--- src/hw/rtl/dcgc_pkg.sv ---
// Shared types, codes and reset values for the dual countdown game clock.
// No dependencies; every other file of the block but dcgc_if imports this package.
package dcgc_pkg;

  // Game phase held by the core.
  typedef enum logic [1:0] {
    PH_WAIT = 2'd0,
    PH_RUN  = 2'd1,
    PH_OVER = 2'd2
  } phase_t;

  // Button codes carried in a button word.
  localparam logic [1:0] BTN_WHITE = 2'd0;
  localparam logic [1:0] BTN_BLACK = 2'd1;
  localparam logic [1:0] BTN_PAUSE = 2'd2;
  localparam logic [1:0] BTN_RESET = 2'd3;

  // Command codes.
  localparam logic CMD_TICK   = 1'b0;
  localparam logic CMD_BUTTON = 1'b1;

  // Warning levels.
  localparam logic [1:0] WARN_NONE = 2'd0;
  localparam logic [1:0] WARN_LOW  = 2'd1;
  localparam logic [1:0] WARN_CRIT = 2'd2;

  // Configuration register indexes (byte address is four times the index).
  localparam logic [1:0] REG_INITIAL   = 2'd0;
  localparam logic [1:0] REG_INCREMENT = 2'd1;
  localparam logic [1:0] REG_TPS       = 2'd2;
  localparam logic [1:0] REG_DEBOUNCE  = 2'd3;

  localparam int unsigned CFG_AW = 4;
  localparam int unsigned CFG_DW = 32;

  // Configuration reset values.
  localparam logic [15:0] RST_INITIAL   = 16'd60;
  localparam logic [7:0]  RST_INCREMENT = 8'd0;
  localparam logic [15:0] RST_TPS       = 16'd1000;
  localparam logic [15:0] RST_DEBOUNCE  = 16'd200;

  typedef struct packed {
    logic [15:0] initial_seconds;
    logic [7:0]  increment_seconds;
    logic [15:0] ticks_per_second;
    logic [15:0] debounce_ticks;
  } cfg_t;

  typedef struct packed {
    logic [15:0] white_left;
    logic [15:0] black_left;
    logic        black_to_move;
    logic        is_paused;
    logic [1:0]  play_phase;
    logic [1:0]  warn_level;
    logic        button_taken;
    logic        time_out;
  } res_t;

endpackage

--- src/hw/rtl/dcgc_if.sv ---
// Valid/ready channel interfaces for the game clock's input and result words.
// Depends on nothing; the top level instantiates neither, it takes them as ports.
interface dcgc_in_if;
  logic       valid;
  logic       ready;
  logic       command;
  logic [1:0] button;

  modport source (output valid, output command, output button, input ready);
  modport sink   (input valid, input command, input button, output ready);
endinterface

interface dcgc_out_if;
  logic        valid;
  logic        ready;
  logic [15:0] white_left;
  logic [15:0] black_left;
  logic        black_to_move;
  logic        is_paused;
  logic [1:0]  play_phase;
  logic [1:0]  warn_level;
  logic        button_taken;
  logic        time_out;

  modport source (output valid, output white_left, output black_left,
                  output black_to_move, output is_paused, output play_phase,
                  output warn_level, output button_taken, output time_out,
                  input ready);
  modport sink   (input valid, input white_left, input black_left,
                  input black_to_move, input is_paused, input play_phase,
                  input warn_level, input button_taken, input time_out,
                  output ready);
endinterface

--- src/hw/rtl/dcgc_cfg.sv ---
// APB-style configuration register bank of the game clock.
// Depends on dcgc_pkg for the register indexes, reset values and cfg_t.
module dcgc_cfg import dcgc_pkg::*; (
  input  logic              clk,
  input  logic              rst_n,
  input  logic              psel,
  input  logic              penable,
  input  logic              pwrite,
  input  logic [CFG_AW-1:0] paddr,
  input  logic [CFG_DW-1:0] pwdata,
  output logic [CFG_DW-1:0] prdata,
  output cfg_t              cfg
);

  cfg_t       cfg_r;
  logic       wr_en;
  logic [1:0] idx;

  assign wr_en = psel & penable & pwrite;
  assign idx   = paddr[3:2];
  assign cfg   = cfg_r;

  always_ff @(posedge clk) begin
    if (!rst_n) begin
      cfg_r.initial_seconds   <= RST_INITIAL;
      cfg_r.increment_seconds <= RST_INCREMENT;
      cfg_r.ticks_per_second  <= RST_TPS;
      cfg_r.debounce_ticks    <= RST_DEBOUNCE;
    end else if (wr_en) begin
      unique case (idx)
        REG_INITIAL:   cfg_r.initial_seconds   <= pwdata[15:0];
        REG_INCREMENT: cfg_r.increment_seconds <= pwdata[7:0];
        REG_TPS:       cfg_r.ticks_per_second  <= pwdata[15:0];
        REG_DEBOUNCE:  cfg_r.debounce_ticks    <= pwdata[15:0];
      endcase
    end
  end

  always_comb begin
    unique case (idx)
      REG_INITIAL:   prdata = {16'd0, cfg_r.initial_seconds};
      REG_INCREMENT: prdata = {24'd0, cfg_r.increment_seconds};
      REG_TPS:       prdata = {16'd0, cfg_r.ticks_per_second};
      REG_DEBOUNCE:  prdata = {16'd0, cfg_r.debounce_ticks};
    endcase
  end

endmodule

--- src/hw/rtl/dcgc_core.sv ---
// Game state registers and the single-pass update for one word.
// Depends on dcgc_pkg for phase_t, cfg_t, res_t and the button codes.
module dcgc_core import dcgc_pkg::*; (
  input  logic       clk,
  input  logic       rst_n,
  input  cfg_t       cfg,
  input  logic       fire,
  input  logic       command,
  input  logic [1:0] button,
  output res_t       res
);

  logic [15:0] white_r, white_nxt;
  logic [15:0] black_r, black_nxt;
  logic [15:0] live_r, live_nxt;
  logic [15:0] wsave_r, wsave_nxt;
  logic [15:0] bsave_r, bsave_nxt;
  logic        bact_r, bact_nxt;
  logic        paused_r, paused_nxt;
  phase_t      phase_r, phase_nxt;
  logic [15:0] deb_r, deb_nxt;

  logic        taken;
  logic        tout;
  logic [16:0] phase_inc;
  logic [15:0] act_cnt;
  logic [15:0] act_dec;
  logic [16:0] inc_sum;
  logic [15:0] inc_sat;
  logic [15:0] warn_cnt;
  logic [19:0] cnt_x10;
  logic [19:0] cnt_x5;
  logic [1:0]  warn;

  always_ff @(posedge clk) begin
    if (!rst_n) begin
      white_r  <= '0;
      black_r  <= '0;
      live_r   <= '0;
      wsave_r  <= '0;
      bsave_r  <= '0;
      bact_r   <= 1'b1;
      paused_r <= 1'b0;
      phase_r  <= PH_WAIT;
      deb_r    <= '0;
    end else if (fire) begin
      white_r  <= white_nxt;
      black_r  <= black_nxt;
      live_r   <= live_nxt;
      wsave_r  <= wsave_nxt;
      bsave_r  <= bsave_nxt;
      bact_r   <= bact_nxt;
      paused_r <= paused_nxt;
      phase_r  <= phase_nxt;
      deb_r    <= deb_nxt;
    end
  end

  assign phase_inc = {1'b0, live_r} + 17'd1;
  assign act_cnt   = bact_r ? black_r : white_r;
  assign act_dec   = act_cnt - 16'd1;
  assign inc_sum   = {1'b0, act_cnt} + {9'd0, cfg.increment_seconds};
  assign inc_sat   = inc_sum[16] ? 16'hFFFF : inc_sum[15:0];

  always_comb begin
    white_nxt  = white_r;
    black_nxt  = black_r;
    live_nxt   = live_r;
    wsave_nxt  = wsave_r;
    bsave_nxt  = bsave_r;
    bact_nxt   = bact_r;
    paused_nxt = paused_r;
    phase_nxt  = phase_r;
    deb_nxt    = deb_r;
    taken      = 1'b0;
    tout       = 1'b0;

    if (command == CMD_TICK) begin
      if (deb_r != 16'd0) deb_nxt = deb_r - 16'd1;
      if (phase_r == PH_RUN) begin
        // A clock already at zero (a game started with no time) ends at once.
        if (white_r == 16'd0 || black_r == 16'd0) begin
          phase_nxt = PH_OVER;
          tout      = 1'b1;
        end else if (!paused_r) begin
          if (phase_inc >= {1'b0, cfg.ticks_per_second}) begin
            live_nxt = '0;
            if (bact_r) black_nxt = act_dec;
            else        white_nxt = act_dec;
            if (act_dec == 16'd0) begin
              phase_nxt = PH_OVER;
              tout      = 1'b1;
            end
          end else begin
            live_nxt = phase_inc[15:0];
          end
        end
      end
    end else if (deb_r == 16'd0) begin
      taken   = 1'b1;
      deb_nxt = cfg.debounce_ticks;
      unique case (phase_r)
        PH_WAIT: begin
          if (button == BTN_BLACK) begin
            white_nxt  = cfg.initial_seconds;
            black_nxt  = cfg.initial_seconds;
            live_nxt   = '0;
            wsave_nxt  = '0;
            bsave_nxt  = '0;
            bact_nxt   = 1'b0;
            paused_nxt = 1'b0;
            phase_nxt  = PH_RUN;
          end
        end
        PH_RUN: begin
          unique case (button)
            BTN_WHITE, BTN_BLACK: begin
              if (bact_r == button[0]) begin
                // The mover banks the increment and swaps sub-second phases.
                if (bact_r) begin
                  black_nxt = inc_sat;
                  bsave_nxt = live_r;
                  live_nxt  = wsave_r;
                end else begin
                  white_nxt = inc_sat;
                  wsave_nxt = live_r;
                  live_nxt  = bsave_r;
                end
                bact_nxt = ~bact_r;
              end else begin
                paused_nxt = 1'b0;
              end
            end
            BTN_PAUSE: paused_nxt = 1'b1;
            BTN_RESET: phase_nxt  = PH_WAIT;
          endcase
        end
        default: begin
          if (button == BTN_RESET) phase_nxt = PH_WAIT;
        end
      endcase
    end
  end

  // Warning compares the active clock against a tenth and a fifth of the start time.
  assign warn_cnt = bact_nxt ? black_nxt : white_nxt;
  assign cnt_x10  = {1'b0, warn_cnt, 3'd0} + {3'd0, warn_cnt, 1'b0};
  assign cnt_x5   = {2'd0, warn_cnt, 2'd0} + {4'd0, warn_cnt};

  always_comb begin
    warn = WARN_NONE;
    if (phase_nxt != PH_WAIT) begin
      priority if (cnt_x10 < {4'd0, cfg.initial_seconds}) warn = WARN_CRIT;
      else if (cnt_x5 < {4'd0, cfg.initial_seconds})      warn = WARN_LOW;
      else                                                warn = WARN_NONE;
    end
  end

  always_comb begin
    res.white_left    = white_nxt;
    res.black_left    = black_nxt;
    res.black_to_move = bact_nxt;
    res.is_paused     = paused_nxt;
    res.play_phase    = phase_nxt;
    res.warn_level    = warn;
    res.button_taken  = taken;
    res.time_out      = tout;
  end

endmodule

--- src/hw/rtl/dual_countdown_game_clock_unit.sv ---
// Dual countdown game clock: an accepted word passes through the input register, then the update
// into the result register; throughput is one word per cycle while the result side does not stall.
// The rate is set by the single-pass state update in dcgc_core, which sits between the two.
// Reset (rst_n low, synchronous) restores the default configuration, clears both clocks,
// phases and the debounce count, sets black active and the phase to waiting, and empties
// both registers; no clearing pass is needed, so words are taken from the first cycle after.
module dual_countdown_game_clock_unit import dcgc_pkg::*; (
  input  logic              clk,
  input  logic              rst_n,
  dcgc_in_if.sink           in_ch,
  dcgc_out_if.source        out_ch,
  input  logic              psel,
  input  logic              penable,
  input  logic              pwrite,
  input  logic [CFG_AW-1:0] paddr,
  input  logic [CFG_DW-1:0] pwdata,
  output logic [CFG_DW-1:0] prdata,
  output logic              pready
);

  // The input register holds one word; it is handed to the core once the result
  // register is empty or being drained in the same cycle, so a waiting result never
  // blocks intake of the next word by more than the one slot in the input register.
  logic       in_valid_r;
  logic       in_cmd_r;
  logic [1:0] in_btn_r;
  logic       out_valid_r;
  res_t       out_res_r;

  cfg_t       cfg;
  res_t       res;
  logic       advance;
  logic       fire;
  logic       in_take;

  assign pready  = 1'b1;

  assign advance = ~out_valid_r | out_ch.ready;
  assign fire    = in_valid_r & advance;
  assign in_take = ~in_valid_r | advance;

  assign in_ch.ready = in_take;

  dcgc_cfg u_cfg (
    .clk     (clk),
    .rst_n   (rst_n),
    .psel    (psel),
    .penable (penable),
    .pwrite  (pwrite),
    .paddr   (paddr),
    .pwdata  (pwdata),
    .prdata  (prdata),
    .cfg     (cfg)
  );

  dcgc_core u_core (
    .clk     (clk),
    .rst_n   (rst_n),
    .cfg     (cfg),
    .fire    (fire),
    .command (in_cmd_r),
    .button  (in_btn_r),
    .res     (res)
  );

  // Input register: refilled whenever its word moves on or it is empty.
  always_ff @(posedge clk) begin
    if (!rst_n) begin
      in_valid_r <= 1'b0;
    end else if (in_take) begin
      in_valid_r <= in_ch.valid;
    end
  end

  always_ff @(posedge clk) begin
    if (in_take && in_ch.valid) begin
      in_cmd_r <= in_ch.command;
      in_btn_r <= in_ch.button;
    end
  end

  // Result register: loaded on the same edge at which the core commits its state.
  always_ff @(posedge clk) begin
    if (!rst_n) begin
      out_valid_r <= 1'b0;
    end else if (advance) begin
      out_valid_r <= fire;
    end
  end

  always_ff @(posedge clk) begin
    if (fire) begin
      out_res_r <= res;
    end
  end

  assign out_ch.valid         = out_valid_r;
  assign out_ch.white_left    = out_res_r.white_left;
  assign out_ch.black_left    = out_res_r.black_left;
  assign out_ch.black_to_move = out_res_r.black_to_move;
  assign out_ch.is_paused     = out_res_r.is_paused;
  assign out_ch.play_phase    = out_res_r.play_phase;
  assign out_ch.warn_level    = out_res_r.warn_level;
  assign out_ch.button_taken  = out_res_r.button_taken;
  assign out_ch.time_out      = out_res_r.time_out;

endmodule

--- src/flat_wrapper.sv ---
// flat-port wrapper written by rule: the top's interface ports become plain ports
module dual_countdown_game_clock_unit_flat import dcgc_pkg::*;
  (clk, rst_n, psel, penable, pwrite, paddr, pwdata, prdata, pready, in_ch_valid, in_ch_command, in_ch_button, in_ch_ready, out_ch_valid, out_ch_white_left, out_ch_black_left, out_ch_black_to_move, out_ch_is_paused, out_ch_play_phase, out_ch_warn_level, out_ch_button_taken, out_ch_time_out, out_ch_ready);
  dcgc_in_if in_ch_i ();
  dcgc_out_if out_ch_i ();
  input  logic clk;
  input  logic rst_n;
  input  logic psel;
  input  logic penable;
  input  logic pwrite;
  input  logic [CFG_AW-1:0] paddr;
  input  logic [CFG_DW-1:0] pwdata;
  output logic [CFG_DW-1:0] prdata;
  output logic pready;
  input wire logic [$bits(in_ch_i.valid)-1:0] in_ch_valid;
  input wire logic [$bits(in_ch_i.command)-1:0] in_ch_command;
  input wire logic [$bits(in_ch_i.button)-1:0] in_ch_button;
  output wire logic [$bits(in_ch_i.ready)-1:0] in_ch_ready;
  output wire logic [$bits(out_ch_i.valid)-1:0] out_ch_valid;
  output wire logic [$bits(out_ch_i.white_left)-1:0] out_ch_white_left;
  output wire logic [$bits(out_ch_i.black_left)-1:0] out_ch_black_left;
  output wire logic [$bits(out_ch_i.black_to_move)-1:0] out_ch_black_to_move;
  output wire logic [$bits(out_ch_i.is_paused)-1:0] out_ch_is_paused;
  output wire logic [$bits(out_ch_i.play_phase)-1:0] out_ch_play_phase;
  output wire logic [$bits(out_ch_i.warn_level)-1:0] out_ch_warn_level;
  output wire logic [$bits(out_ch_i.button_taken)-1:0] out_ch_button_taken;
  output wire logic [$bits(out_ch_i.time_out)-1:0] out_ch_time_out;
  input wire logic [$bits(out_ch_i.ready)-1:0] out_ch_ready;
  assign in_ch_i.valid = in_ch_valid;
  assign in_ch_i.command = in_ch_command;
  assign in_ch_i.button = in_ch_button;
  assign in_ch_ready = in_ch_i.ready;
  assign out_ch_valid = out_ch_i.valid;
  assign out_ch_white_left = out_ch_i.white_left;
  assign out_ch_black_left = out_ch_i.black_left;
  assign out_ch_black_to_move = out_ch_i.black_to_move;
  assign out_ch_is_paused = out_ch_i.is_paused;
  assign out_ch_play_phase = out_ch_i.play_phase;
  assign out_ch_warn_level = out_ch_i.warn_level;
  assign out_ch_button_taken = out_ch_i.button_taken;
  assign out_ch_time_out = out_ch_i.time_out;
  assign out_ch_i.ready = out_ch_ready;
  dual_countdown_game_clock_unit u_core (.clk(clk), .rst_n(rst_n), .in_ch(in_ch_i), .out_ch(out_ch_i), .psel(psel), .penable(penable), .pwrite(pwrite), .paddr(paddr), .pwdata(pwdata), .prdata(prdata), .pready(pready));
endmodule
--- config.mk ---
export PLATFORM = sky130hd
export DESIGN_NAME = dual_countdown_game_clock_unit_flat
export DESIGN_NICKNAME = d
export VERILOG_FILES = /design/src/hw/rtl/dcgc_pkg.sv /design/src/hw/rtl/dcgc_if.sv /design/src/hw/rtl/dcgc_cfg.sv /design/src/hw/rtl/dcgc_core.sv /design/src/hw/rtl/dual_countdown_game_clock_unit.sv /design/src/flat_wrapper.sv
export SDC_FILE = /design/constraint.sdc
export NUM_CORES = 1
export LEC_CHECK = 0
export BUFFER_PORTS_ARGS = -buffer_cell sky130_fd_sc_hd__buf_2
export CAP_MARGIN = 0
export CELL_PAD_IN_SITES_DETAIL_PLACEMENT = 2
export CELL_PAD_IN_SITES_GLOBAL_PLACEMENT = 2
export CORE_MARGIN = 2
export CORE_UTILIZATION = 36
export DETAILED_ROUTE_END_ITERATION = 8
export GPL_TIMING_DRIVEN = 0
export MAX_ROUTING_LAYER = met4
export PLACE_DENSITY_LB_ADDON = 0.2
export SLEW_MARGIN = 0
export SYNTH_ARGS = -nofsm -noshare
export SYNTH_HDL_FRONTEND = slang
export SYNTH_SLANG_ARGS = --single-unit
--- constraint.sdc ---
create_clock -name clk -period 9.6 [get_ports clk]
set_clock_uncertainty 0.1 [all_clocks]
set_input_delay 0.48 -clock clk [delete_from_list [all_inputs] [get_ports clk]]
set_output_delay 0.48 -clock clk [all_outputs]
set_load 0.02 [all_outputs]
==> results of run 1 <==
report_power, final:
group          internal (mW)  total [mW]  switching, mW
Sequential              1.01        1.09         0.0840
Combinational           1.20        3.70           2.50
Clock                  0.591       0.994          0.403
final timing paths:
kind / startpoint / to / slack, ns / cells past startpoint
worst max-delay path: u_core.u_core.live_r[2] / u_core.out_ch.warn_level[1] / 0.51 / 32
worst min-delay path: in_ch_valid / u_core.in_valid_r / 0.08 / 3
worst max register to register: u_core.u_core.live_r[2] / u_core.out_ch.warn_level[1] / 0.51 / 32
worst min register to register: u_core.u_core.wsave_r[2] / u_core.u_core.wsave_r[2] / 0.36 / 2
routing by layer:
metal / GRT usage / routed length (µm) / up-vias
met5: - / 0 / -
met4: 0.190 / 4290 / 0
met3: 0.0381 / 2670 / 172
met2: 0.575 / 31600 / 393
met1: 0.422 / 28300 / 7229
li1: - / - / 6421
cell type report:
cell class / count / area share
Antenna cell: 1 / 0.000158
Buffer: 136 / 0.0385
Clock buffer: 35 / 0.0443
Clock inverter: 10 / 0.00866
Inverter: 66 / 0.0156
Multi-Input combinational cell: 1347 / 0.540
Sequential cell: 201 / 0.280
Tap cell: 511 / 0.0403
Timing Repair Buffer: 93 / 0.0318
worst max-delay path, delay by kind of cell, from the launching register on:
kind | cells | cell delay, ns
compound gates | 11 | 3.44
flops | 1 | 0.31
simple gates | 14 | 3.04
xor+xnor | 2 | 0.54
buf+inv | 2 | 0.48
fa+ha+maj | 3 | 0.96
through the flow:
| step | cells | hold WS, ns | util | cell area, µm² |
|---|---|---|---|---|
| floorplan | 1754 | 0.343 | - | 13800 |
| global placement | 2349 | 0.350 | 0.395 | 14900 |
| detailed placement | 2352 | 0.360 | 0.396 | 14900 |
| CTS | 2399 | 0.0616 | 0.421 | 15800 |
| global route | 2400 | 0.0999 | 0.423 | 15900 |
| finish | 2400 | 0.0796 | 0.423 | 15900 |
flip-flops by register name, summed over array words and instances (netlist names):
name                         cells
u_core.u_cfg.cfg                56
u_core.out_ch.black_left        16
u_core.out_ch.white_left        16
u_core.u_core.black_r           16
u_core.u_core.bsave_r           16
u_core.u_core.deb_r             16
u_core.u_core.live_r            16
u_core.u_core.white_r           16
u_core.u_core.wsave_r           16
u_core.in_btn_r                  2
u_core.out_ch.play_phase         2
u_core.out_ch.warn_level         2
u_core.u_core.phase_r            2
u_core.in_cmd_r                  1
u_core.in_valid_r                1
u_core.out_ch.black_to_move      1
u_core.out_ch.button_taken       1
u_core.out_ch.is_paused          1
u_core.out_ch.time_out           1
u_core.out_ch.valid              1
u_core.u_core.bact_r             1
u_core.u_core.paused_r           1
kinds of logic after synthesis:
kind of cell               share of synthesized area
buffers and inverters                         0.0628
adders and majority gates                     0.0703
AOI/OAI and AO/OA                              0.214
muxes                                         0.0532
other                                       0.000547
xor gates and xnor gates                      0.0312
and+or+nand+nor                                0.243
DFF                                            0.324
placed cells by master, fill, tap and decap left out, drive strengths merged, types with 7 or more instances in the layout:
cell type,n
a211oi,18
a21boi,80
a21o,16
a21oi,70
a221oi,8
a22o,9
a22oi,22
and2,21
and3,18
buf,125
clkbuf,136
clkinv,7
conb,17
dfxtp,158
edfxtp,43
ha,74
inv,66
mux2i,49
mux4,8
nand2,268
nand2b,20
nand3,77
nand4,11
nor2,152
nor2b,27
nor3,42
nor3b,24
nor4,13
o211a,14
o211ai,27
o21ai,98
o221ai,11
o22ai,12
or3,11
or4,7
xnor2,30
xor2,19
timing repair:
action                                  CTS  global route
endpoints found under the setup margin    2             2
hold endpoints to repair                  3             0
setup buffers                             0             3
hold buffers                              3             0
gates resized for setup                  15            12
pin swaps                                 0             1
==> results_tabular.tex, run 1 <==
\begin{tabular}{lr}
\hline
Metric & Value \\
\hline
\multicolumn{2}{l}{\textbf{Clock tree}} \\
\quad Number of buffers added by the clock tree synthesis step & 25 \\
\quad Clock input transition at the sequential cells of the worst setup and hold paths & 0.06 ns \\
\quad TritonCTS Sinks & 201 \\
\quad Max clock buf depth & 3 \\
\quad TritonCTS clock tree & yes \\
\quad Clock latency reported for the late side of the worst-skew pair & 0.57 ns \\
\quad Clock Tree Root & clkbuf\_16 \\
\quad H-tree levels & 1 \\
\multicolumn{2}{l}{\textbf{STA}} \\
\quad Slack of the critical path & 0.508 ns \\
\quad Summed negative setup slack over all endpoints & 0 ns \\
\quad Period utilization & 0.947 \\
\quad Setup-violating endpoint count in the final report & 0 \\
\quad RSZ-0062 raised after global routing & no \\
\quad Final Max Tran Viols & 0 \\
\quad Worst-margin pin slew & 1.24 ns \\
\quad Min cycle time layout & 9.09 ns \\
\quad Relative slew slack & 0.176 \\
\quad Maximum clock frequency & 110 MHz \\
\quad Number of hold violations in the final report & 0 \\
\multicolumn{2}{l}{\textbf{Drt}} \\
\quad Number of detailed-route iterations in the first pass & 5 \\
\quad \# DRC & 0 \\
\quad First DRT Iteration DRCs & 858 \\
\quad Total wire length after detailed routing & 66,900 µm \\
\quad Vias per Instance & 5.92 \\
\quad Total number of vias & 14,200 \\
\quad Post-DRT Antenna Nets & 0 \\
\quad Detail-routed net length per standard cell & 27.9 µm \\
\multicolumn{2}{l}{\textbf{Global route}} \\
\quad Remaining Overflow, GRT & 0 \\
\quad Wire length of the first global-routing pass & 98,900 µm \\
\quad Largest net degree at the start of global routing & 40 \\
\quad All-Layer GR Usage & 0.350 \\
\quad Via count of the first global-routing pass & 15,200 \\
\quad Initial antenna violation count & 2 \\
\multicolumn{2}{l}{\textbf{Yosys}} \\
\quad Area contributors post-synth & dfxtp\_1 23\%, edfxtp\_1 9.4\%, nand2\_1 7.3\% \\
\quad Dominant register cell in the synthesized netlist & dfxtp\_1 \\
\quad Warnings from Yosys & 0 \\
\quad Post-synthesis cell type with the largest combined area & dfxtp\_1 \\
\quad Most common library cells after synthesis & 268 x nand2\_1, 158 x dfxtp\_1, 151 x nor2\_1 \\
\quad Post-synthesis cell type count & 78 \\
\quad Post-synthesis area per instance & 7.90 µm² \\
\quad Asr flop ratio synth & 0 \\
\quad Most common cell in the netlist & nand2\_1 \\
\quad Sequential cell area fraction in the yosys report & 0.324 \\
\quad Count of flip-flops with a built-in enable after synthesis & 43 \\
\quad Post-synthesis instance total & 1,739 \\
\quad Register bit total from synthesis & 201 \\
\quad Share of the synthesized area in the top cell type & 0.230 \\
\quad Netlist area before placement & 0.0137 mm² \\
\multicolumn{2}{l}{\textbf{Pwr}} \\
\quad Power Total & 5.79 mW \\
\quad Maximum vdd ir drop & 0.000173 V \\
\quad Pwr per Cell Area & 364 mW/mm² \\
\quad Total leakage power & 6.45 nW \\
\multicolumn{2}{l}{\textbf{Setup path}} \\
\quad Required time at the worst-slack endpoint & 9.86 ns \\
\quad Worst setup path class & flip-flop to flip-flop \\
\quad Worst setup SP type & flip-flop \\
\quad CP max stage delay & 0.63 ns \\
\quad Critical Path End Type & flip-flop \\
\quad Critical Path Most Common Cell & and3\_1 \\
\quad Largest driver fanout on the critical path & 10 \\
\quad Worst Path Arrival & 9.35 ns \\
\quad Cell at the slowest stage of the critical path & a221oi\_1 \\
\multicolumn{2}{l}{\textbf{Die}} \\
\quad Initial core utilization & 0.365 \\
\quad Die Height & 199 µm \\
\quad Die Footprint & 0.0397 mm² \\
\quad Placeable core area & 0.0376 mm² \\
\quad Top Ports & 121 \\
\quad Site row count & 71 \\
\quad Die width & 199 µm \\
\multicolumn{2}{l}{\textbf{Min path}} \\
\quad Hold Crit Class & input port to flip-flop \\
\multicolumn{2}{l}{\textbf{Placement}} \\
\quad Weighted congestion at the end of routability-driven global placement & 0.964 \\
\quad Pre-CTS setup slack & -2.22 ns \\
\quad DPL Wire Length & 51,300 µm \\
\quad Port buffer count & 84 \\
\multicolumn{2}{l}{\textbf{Run status}} \\
\quad Run status & completed \\
\multicolumn{2}{l}{\textbf{Final layout}} \\
\quad Area growth from synthesis to layout & 15.7\% \\
\quad Filler Cell Count & 4,364 \\
\quad Fraction of final layout cells sized beyond drive strength 1 & 0.108 \\
\quad Fin nets & 1,992 \\
\quad Sequential cell area & 0.00445 mm² \\
\quad Total area of multi-input combinational cells & 0.00858 mm² \\
\multicolumn{2}{l}{\textbf{Flow run}} \\
\quad Number of violations of the max-capacitance limit & 0 \\
\hline
\end{tabular}
Power figures use the tool's default switching activity.
==> run 2, diff against run 1 <==
--- a/config.mk
+++ b/config.mk
@@ -5,12 +5,13 @@
 export SDC_FILE = /design/constraint.sdc
 export NUM_CORES = 1
 export LEC_CHECK = 0
+export ABC_AREA = 1
 export BUFFER_PORTS_ARGS = -buffer_cell sky130_fd_sc_hd__buf_2
 export CAP_MARGIN = 0
 export CELL_PAD_IN_SITES_DETAIL_PLACEMENT = 2
 export CELL_PAD_IN_SITES_GLOBAL_PLACEMENT = 2
 export CORE_MARGIN = 2
-export CORE_UTILIZATION = 36
+export CORE_UTILIZATION = 34
 export DETAILED_ROUTE_END_ITERATION = 8
 export GPL_TIMING_DRIVEN = 0
 export MAX_ROUTING_LAYER = met4
==> run 2 against run 1 <==
Compared with the run above: register-to-register slack improved by 0.53 ns; critical endpoint is now u_core.out_ch.warn_level[0]; via count rose by 10%; sequential share of layout area fell by 0.053 points; largest power group unchanged; largest cell class unchanged; clock power barely moved; combinational power rose by 2%; utilization fell by 3.0 points.
==> results_tabular.tex, run 2 <==
\begin{tabular}{lr}
\hline
Metric & Value \\
\hline
\multicolumn{2}{l}{\textbf{Run status}} \\
\quad Run status & completed \\
\multicolumn{2}{l}{\textbf{Setup path}} \\
\quad Worst Path Arrival & 8.79 ns (-0.56 ns) \\
\quad Source of the worst register-to-register timing path & u\_core.u\_core.live\_r[0] \\
\quad CP max stage delay & 0.51 ns (-0.12 ns) \\
\quad Required time at the worst-slack endpoint & 9.83 ns (-0.03 ns) \\
\quad Worst setup SP type & flip-flop \\
\quad Count of cells along the worst register-to-register path & 42 (+31\%) \\
\quad Largest driver fanout on the critical path & 10 (unchanged) \\
\quad Worst setup path class & flip-flop to flip-flop \\
\quad R2r endpoint & u\_core.out\_ch.warn\_level[0] \\
\quad Critical Path Most Common Cell & nand2\_1 \\
\quad Setup slack of the worst register-to-register path & 1.04 ns (+0.53 ns) \\
\quad Cell at the slowest stage of the critical path & a31oi\_1 \\
\quad Critical Path End Type & flip-flop \\
\multicolumn{2}{l}{\textbf{STA}} \\
\quad Maximum clock frequency & 117 MHz (+6.2\%) \\
\quad Worst-margin pin slew & 1.22 ns (-0.0143 ns) \\
\quad Number of hold violations in the final report & 0 (unchanged) \\
\quad Setup-violating endpoint count in the final report & 0 (unchanged) \\
\quad Min cycle time layout & 8.56 ns (-0.529 ns) \\
\quad Relative slew slack & 0.186 (+0.00954) \\
\quad Period utilization & 0.892 (-0.0551) \\
\quad Summed negative setup slack over all endpoints & 0 ns (unchanged) \\
\quad RSZ-0062 raised after global routing & no \\
\quad Final Max Tran Viols & 0 (unchanged) \\
\multicolumn{2}{l}{\textbf{Yosys}} \\
\quad Dominant register cell in the synthesized netlist & dfxtp\_1 \\
\quad Most common cell in the netlist & nand2\_1 \\
\quad Share of the synthesized area in the top cell type & 0.228 (-0.00233) \\
\quad Register bit total from synthesis & 201 (unchanged) \\
\quad Post-synthesis cell type with the largest combined area & dfxtp\_1 \\
\quad Warnings from Yosys & 0 (unchanged) \\
\quad Asr flop ratio synth & 0 (unchanged) \\
\quad Sequential cell area fraction in the yosys report & 0.321 (-0.00328) \\
\quad Netlist area before placement & 0.0139 mm² (+1.0\%) \\
\quad Count of flip-flops with a built-in enable after synthesis & 43 (unchanged) \\
\quad Post-synthesis instance total & 2,035 (+17\%) \\
\quad Most common library cells after synthesis & 333 x nand2\_1, 270 x inv\_1, 245 x o21ai\_0 \\
\quad Post-synthesis cell type count & 55 (-29\%) \\
\quad Post-synthesis area per instance & 6.82 µm² (-14\%) \\
\quad Area contributors post-synth & dfxtp\_1 23\%, edfxtp\_1 9.3\%, nand2\_1 9.0\% \\
\multicolumn{2}{l}{\textbf{Placement}} \\
\quad DPL Wire Length & 55,800 µm (+8.8\%) \\
\quad Port buffer count & 85 (+1.2\%) \\
\quad Placed insts & 2,668 (+13\%) \\
\quad Weighted congestion at the end of routability-driven global placement & 1.00 (+3.7\%) \\
\multicolumn{2}{l}{\textbf{Final layout}} \\
\quad Most common cell after layout, fill and taps aside & nand2\_1 \\
\quad Filler Cell Count & 4,946 (+13\%) \\
\quad Fin nets & 2,289 (+15\%) \\
\quad Area growth from synthesis to layout & 14.7\% \\
\quad Fraction of final layout cells sized beyond drive strength 1 & 0.0957 (-0.0123) \\
\quad Total area of multi-input combinational cells & 0.00787 mm² (-8.3\%) \\
\quad Number of flip-flops under the largest register name & 56 (unchanged) \\
\quad Commonest non-fill, non-tap cells in the layout & 333 x nand2\_1, 270 x inv\_1, 245 x o21ai\_0 \\
\quad Diodes inserted & 0 (-1) \\
\quad Sequential cell area & 0.00445 mm² (unchanged) \\
\quad Final cell count without fillers & 2,715 (+13\%) \\
\multicolumn{2}{l}{\textbf{Global route}} \\
\quad Remaining Overflow, GRT & 0 (unchanged) \\
\quad Wire length of the first global-routing pass & 106,000 µm (+6.9\%) \\
\quad Via count of the first global-routing pass & 16,500 (+8.8\%) \\
\quad Global Route met3 Usage & 0.0423 (+0.00411) \\
\quad Initial antenna violation count & 1 (-1) \\
\quad Met1 track utilization from global routing & 0.420 (-0.00145) \\
\quad Most used routing layer in global routing & met2 \\
\quad All-Layer GR Usage & 0.345 (-0.00546) \\
\quad Met2 Use GR & 0.564 (-0.0108) \\
\quad Largest net degree at the start of global routing & 39 (-2.5\%) \\
\multicolumn{2}{l}{\textbf{Drt}} \\
\quad \# DRC & 0 (unchanged) \\
\quad First DRT Iteration DRCs & 1,101 (+28\%) \\
\quad Total number of vias & 15,700 (+10\%) \\
\quad Total wire length after detailed routing & 71,200 µm (+6.5\%) \\
\quad Number of detailed-route iterations in the first pass & 5 (unchanged) \\
\quad Detail-routed net length per standard cell & 26.2 µm (-5.9\%) \\
\quad Post-DRT Antenna Nets & 0 (unchanged) \\
\quad Vias per Instance & 5.78 (-2.4\%) \\
\multicolumn{2}{l}{\textbf{Clock tree}} \\
\quad H-tree levels & 1 (unchanged) \\
\quad Post-CTS repair timing setup buffer count & 0 (unchanged) \\
\quad Hold buffer count at CTS & 3 (unchanged) \\
\quad Resize count post-CTS & 0 (-15) \\
\quad Clock Tree Root & clkbuf\_16 \\
\quad Clock input transition at the sequential cells of the worst setup and hold paths & 0.06 ns (about the same) \\
\quad Max clock buf depth & 3 (unchanged) \\
\quad TritonCTS Sinks & 201 (unchanged) \\
\quad Clock latency reported for the late side of the worst-skew pair & 0.59 ns (+0.02 ns) \\
\quad TritonCTS clock tree & yes \\
\quad Number of buffers added by the clock tree synthesis step & 26 (+4.0\%) \\
\multicolumn{2}{l}{\textbf{Pwr}} \\
\quad Net switching power & 3.10 mW (+3.8\%) \\
\quad Proportion of power drawn by flip-flops and latches & 0.186 (-0.003) \\
\quad Maximum vdd ir drop & 0.000180 V (+4.1\%) \\
\quad Total leakage power & 7.15 nW (+11\%) \\
\quad Combinational fraction of design power & 0.645 (+0.006) \\
\quad Power Internal & 2.75 mW (-1.8\%) \\
\quad Pwr per Cell Area & 367 mW/mm² (+0.87\%) \\
\quad Switching part of the total power & 0.530 (+0.0138) \\
\quad Part of the total power dissipated in the clock network & 0.170 (-0.002) \\
\multicolumn{2}{l}{\textbf{Die}} \\
\quad Site row count & 74 (+4.2\%) \\
\quad Die Height & 206 µm (+3.4\%) \\
\quad Die Footprint & 0.0424 mm² (+6.8\%) \\
\quad Top Ports & 121 (unchanged) \\
\quad Initial core utilization & 0.342 (-0.0234) \\
\quad Die width & 206 µm (+3.4\%) \\
\quad Placeable core area & 0.0406 mm² (+7.9\%) \\
\multicolumn{2}{l}{\textbf{Min path}} \\
\quad Cells on Worst Hold Path & 3 (unchanged) \\
\quad Hold Crit Class & input port to flip-flop \\
\quad Hold wc startpoint & in\_ch\_valid \\
\quad Hold endpoint & u\_core.in\_valid\_r \\
\multicolumn{2}{l}{\textbf{Flow run}} \\
\quad Number of violations of the max-capacitance limit & 0 (unchanged) \\
\hline
\end{tabular}
==> run 2: changes by cell type in the layout (fill, tap and decap cells not counted), sizes merged, moves of 24 or more <==
cell and change:
inv +216, o21ai +179, a21oi +158, a21boi -80, nand2 +74, nor2 +58, mux2i -49, nor2b -27
xnor2 -25, clkbuf -24
==> run 2: layer usage <==
| layer | up-vias | share of wire | wire length, µm |
|---|---|---|---|
| met5 | - | 0 | 0 |
| met4 | 0 | 0.058 | 4140 |
| met3 | 180 | 0.048 | 3450 |
| met2 | 456 | 0.47 | 33400 |
| met1 | 7924 | 0.42 | 30200 |
| li1 | 7133 | - | - |
==> run 2: layout make-up <==
| cell class | count | area share |
|---|---|---|
| clock inverter | 6 | 0.00259 |
| clock buffer | 38 | 0.0502 |
| inverter | 284 | 0.0670 |
| sequential | 201 | 0.280 |
| tap | 532 | 0.0418 |
| timing repair buffer | 89 | 0.0299 |
| buffer | 112 | 0.0340 |
| multi-input combinational | 1453 | 0.495 |
==> run 2: stage by stage <==
step                      power [mW]  setup WS, ns   util  hold slack (ns)  area, µm²
after CTS                       5.82          1.17  0.392           0.0723      15900
after global placement          4.57          1.47  0.370            0.335      15000
after floorplan                 3.52          3.27      -            0.325      13900
after global routing            6.30         0.352  0.392           0.0862      15900
after detailed placement        4.78          1.29  0.371            0.346      15000
final                           5.85          1.04  0.392           0.0898      15900
==> run 2: critical path, delay by kind of cell (launching register included) <==
kind                       cells  cell delay, ns
xor gates and xnor gates       2            0.51
buffers and inverters          5            0.88
DFF                            1            0.38
adders and majority gates      3            0.94
and+or+nand+nor               23            3.53
AOI/OAI and AO/OA              9            1.94
==> run 2: power groups by stage <==
| stage | combinational (mW) | sequential, mW | clock [mW] |
|---|---|---|---|
| final | 3.77 | 1.09 | 0.993 |
| after global routing | 4.17 | 1.09 | 1.04 |
| after CTS | 3.74 | 1.08 | 1.00 |
| after detailed placement | 3.69 | 1.10 | 0 |
| after global placement | 3.48 | 1.09 | 0 |
| after floorplan | 2.40 | 1.11 | 0 |
==> run 2: kinds of logic after synthesis <==
| group | count (synthesis) | synth area share |
|---|---|---|
| xor+xnor | 33 | 0.0208 |
| flops | 201 | 0.321 |
| simple gates | 684 | 0.211 |
| compound gates | 643 | 0.262 |
| fa+ha+maj | 76 | 0.0696 |
| buf+inv | 396 | 0.116 |
| other cells | 2 | 0.000541 |
==> run 2: worst max-delay path by stage <==
stage                                        to  depth (start not counted)               startpoint  slack [ns]
finish              u_core.out_ch.warn_level[0]                         42  u_core.u_core.live_r[0]        1.04
global route        u_core.out_ch.warn_level[0]                         43  u_core.u_core.live_r[0]        0.35
detailed placement  u_core.out_ch.warn_level[0]                         43  u_core.u_core.live_r[0]        1.29
floorplan           u_core.out_ch.warn_level[0]                         43  u_core.u_core.live_r[0]        3.27
CTS                 u_core.out_ch.warn_level[0]                         43  u_core.u_core.live_r[0]        1.17
global placement    u_core.out_ch.warn_level[0]                         43  u_core.u_core.live_r[0]        1.47
==> run 3, diff against run 2 <==
--- a/config.mk
+++ b/config.mk
@@ -11,7 +11,7 @@
 export CELL_PAD_IN_SITES_DETAIL_PLACEMENT = 2
 export CELL_PAD_IN_SITES_GLOBAL_PLACEMENT = 2
 export CORE_MARGIN = 2
-export CORE_UTILIZATION = 34
+export CORE_UTILIZATION = 31
 export DETAILED_ROUTE_END_ITERATION = 8
 export GPL_TIMING_DRIVEN = 0
 export MAX_ROUTING_LAYER = met4
==> constraint.sdc (replaced) <==
create_clock -name clk -period 7.6 [get_ports clk]
set_clock_uncertainty 0.1 [all_clocks]
set_input_delay 0.38 -clock clk [delete_from_list [all_inputs] [get_ports clk]]
set_output_delay 0.38 -clock clk [all_outputs]
set_load 0.02 [all_outputs]
==> run 3 against run 2 <==
Compared with the run above: final cell count increased by 2.8%; first-iteration DRC count shrank 20%; setup slack got worse by 0.58 ns; critical path depth down 2; global-route usage shrank 2.6 points; combinational power grew 37%; maximum frequency up 20%; die area is 9.5% higher; clock-buffer cell count rose by 2; register-to-register slack worse by 0.58 ns; critical path type unchanged; critical endpoint unchanged; largest power group unchanged.
==> results_tabular.tex, run 3 (synthesis gave the netlist of run 2 again) <==
\begin{tabular}{lr}
\hline
Metric & Value \\
\hline
\multicolumn{2}{l}{\textbf{Setup path}} \\
\quad Critical Path Most Common Cell & nand2\_1 \\
\quad R2r endpoint & u\_core.out\_ch.warn\_level[0] \\
\quad Required time at the worst-slack endpoint & 7.82 ns (-2.01 ns) \\
\quad Count of cells along the worst register-to-register path & 40 (-4.8\%) \\
\quad Worst setup SP type & flip-flop \\
\quad Setup slack of the worst register-to-register path & 0.46 ns (-0.58 ns) \\
\quad CP max stage delay & 0.49 ns (-0.02 ns) \\
\quad End point of the critical path & u\_core.out\_ch.warn\_level[0] \\
\quad Cell at the slowest stage of the critical path & fa\_1 \\
\quad Largest driver fanout on the critical path & 10 (unchanged) \\
\quad Source of the worst register-to-register timing path & u\_core.u\_core.bact\_r \\
\quad Worst setup path class & flip-flop to flip-flop \\
\quad Critical Path End Type & flip-flop \\
\quad Worst Path Arrival & 7.36 ns (-1.43 ns) \\
\quad Launching element of the worst setup path & u\_core.u\_core.bact\_r \\
\multicolumn{2}{l}{\textbf{Die}} \\
\quad Die Footprint & 0.0465 mm² (+9.5\%) \\
\quad Top Ports & 121 (unchanged) \\
\quad Die width & 216 µm (+4.6\%) \\
\quad Site row count & 77 (+4.1\%) \\
\quad Initial core utilization & 0.314 (-0.0284) \\
\quad Placeable core area & 0.0442 mm² (+9.0\%) \\
\quad Die Height & 216 µm (+4.6\%) \\
\multicolumn{2}{l}{\textbf{Global route}} \\
\quad All-Layer GR Usage & 0.318 (-0.0264) \\
\quad Largest net degree at the start of global routing & 31 (-21\%) \\
\quad Initial antenna violation count & 1 (unchanged) \\
\quad Wire length of the first global-routing pass & 108,000 µm (+2.1\%) \\
\quad Remaining Overflow, GRT & 0 (unchanged) \\
\quad Via count of the first global-routing pass & 16,400 (-0.95\%) \\
\multicolumn{2}{l}{\textbf{STA}} \\
\quad Number of hold violations in the final report & 0 (unchanged) \\
\quad Final Max Tran Viols & 0 (unchanged) \\
\quad Worst-margin pin slew & 1.24 ns (+0.0163 ns) \\
\quad Summed negative setup slack over all endpoints & 0 ns (unchanged) \\
\quad Setup-violating endpoint count in the final report & 0 (unchanged) \\
\quad Period utilization & 0.940 (+0.0478) \\
\quad Maximum clock frequency & 140 MHz (+20\%) \\
\quad Relative slew slack & 0.175 (-0.0109) \\
\quad Slack of the critical path & 0.458 ns (-0.580 ns) \\
\quad Min cycle time layout & 7.14 ns (-1.42 ns) \\
\multicolumn{2}{l}{\textbf{Clock tree}} \\
\quad Number of buffers added by the clock tree synthesis step & 27 (+3.8\%) \\
\quad TritonCTS Sinks & 201 (unchanged) \\
\quad H-tree levels & 1 (unchanged) \\
\quad Max clock buf depth & 3 (unchanged) \\
\quad TritonCTS clock tree & yes \\
\quad Clock latency reported for the late side of the worst-skew pair & 0.56 ns (-0.03 ns) \\
\quad Clock Tree Root & clkbuf\_16 \\
\quad Clock input transition at the sequential cells of the worst setup and hold paths & 0.06 ns (about the same) \\
\multicolumn{2}{l}{\textbf{Final layout}} \\
\quad Filler Cell Count & 5,304 (+7.2\%) \\
\quad Sequential cell area & 0.00446 mm² (about the same) \\
\quad Diodes inserted & 0 (unchanged) \\
\quad Commonest non-fill, non-tap cells in the layout & 331 x nand2\_1, 269 x inv\_1, 239 x o21ai\_0 \\
\quad Fin nets & 2,300 (+0.48\%) \\
\quad Final cell count without fillers & 2,790 (+2.8\%) \\
\quad Util after Layout & 0.372 (-0.0208) \\
\quad Total area of multi-input combinational cells & 0.00808 mm² (+2.7\%) \\
\quad Most common cell after layout, fill and taps aside & nand2\_1 \\
\quad Number of flip-flops under the largest register name & 56 (unchanged) \\
\quad Fraction of final layout cells sized beyond drive strength 1 & 0.119 (+0.0235) \\
\quad Area growth from synthesis to layout & 18.4\% \\
\multicolumn{2}{l}{\textbf{Pwr}} \\
\quad Total leakage power & 7.33 nW (+2.6\%) \\
\quad Maximum vdd ir drop & 0.000311 V (+73\%) \\
\quad Pwr per Cell Area & 484 mW/mm² (+32\%) \\
\multicolumn{2}{l}{\textbf{Placement}} \\
\quad DPL Wire Length & 57,000 µm (+2.2\%) \\
\quad Placed insts & 2,728 (+2.2\%) \\
\quad Port buffer count & 85 (unchanged) \\
\quad Pre-CTS setup slack & -1.24 ns (-2.53 ns) \\
\quad Weighted congestion at the end of routability-driven global placement & 0.981 (-1.9\%) \\
\multicolumn{2}{l}{\textbf{Drt}} \\
\quad \# DRC & 0 (unchanged) \\
\quad Sum of routed wire segments on met1 & 31,400 µm (+3.7\%) \\
\quad Total wire length after detailed routing & 73,000 µm (+2.4\%) \\
\quad Total number of vias & 15,600 (-0.73\%) \\
\quad Number of detailed-route iterations in the first pass & 7 (+2) \\
\quad First DRT Iteration DRCs & 885 (-20\%) \\
\quad Sum of met2 wire segment lengths after detailed routing & 34,700 µm (+3.8\%) \\
\quad Wire length on met3 & 3060 µm (-11\%) \\
\quad Top layer in use & met4 \\
\quad Post-DRT Antenna Nets & 0 (unchanged) \\
\quad Vias per Instance & 5.58 (-3.4\%) \\
\quad Detail-routed net length per standard cell & 26.2 µm (-0.32\%) \\
\multicolumn{2}{l}{\textbf{Run status}} \\
\quad Run status & completed \\
\multicolumn{2}{l}{\textbf{Min path}} \\
\quad Hold Crit Class & input port to flip-flop \\
\multicolumn{2}{l}{\textbf{Flow run}} \\
\quad Number of violations of the max-capacitance limit & 0 (unchanged) \\
\hline
\end{tabular}
[run 3: worst min path at each step]
stage	start	endpoint	slack [ns]	cells after the start
after floorplan	u_core.u_core.bsave_r[13]	u_core.u_core.bsave_r[13]	0.32	2
after global placement	u_core.u_core.bsave_r[9]	u_core.u_core.bsave_r[9]	0.34	2
after detailed placement	u_core.u_core.bsave_r[9]	u_core.u_core.bsave_r[9]	0.35	2
after CTS	pwdata[9]	u_core.u_cfg.cfg[25]	0.004	3
after global routing	in_ch_valid	u_core.in_valid_r	0.05	3
final	pwdata[9]	u_core.u_cfg.cfg[25]	0.02	3
[run 3: per-stage QoR]
stage	power (mW)	hold WS, ns	area (µm²)
6_report	7.96	0.0235	16400
5_1_grt	8.52	0.0489	16400
4_1_cts	7.81	0.00419	16300
3_5_place_dp	6.20	0.346	15100
3_3_place_gp	5.93	0.335	15100
2_1_floorplan	4.44	0.325	13900
[run 3: critical path: cells and delay by family (launching register included)]
| kind | cells | cell delay, ns |
|---|---|---|
| adder cells (fa/ha/maj) | 4 | 1.54 |
| flip-flops | 1 | 0.39 |
| AO/OA/AOI/OAI | 11 | 1.62 |
| AND/OR/NAND/NOR | 18 | 2.05 |
| buffers and inverters | 6 | 0.96 |
| XOR/XNOR | 1 | 0.18 |
[run 3: cell type report]
type	instances	area share
inverter	284	0.0649
timing repair buffer	99	0.0337
buffer	112	0.0339
clock inverter	9	0.00647
sequential	201	0.271
multi-input combinational	1453	0.492
clock buffer	40	0.0530
tap	592	0.0451
[run 3: where the power goes]
part | switching [mW] | internal [mW]
Sequential | 0.105 | 1.26
Combinational | 3.54 | 1.63
Clock | 0.553 | 0.862
Total | 4.20 | 3.76
[run 3: routing by layer]
layer  vias to the layer above  global-route usage
li1                       7159                   -
met2                       423               0.530
met1                      7825               0.387
met3                       171              0.0352
met4                         0               0.148
met5                         -                   -
[run 3: what timing repair did]
item                                    CTS  global route
pin swaps                                 2             7
endpoints found under the hold margin     4             0
setup buffers                             3             6
gates resized for setup                  28            31
hold buffers                              4             0
endpoints found under the setup margin    2             2
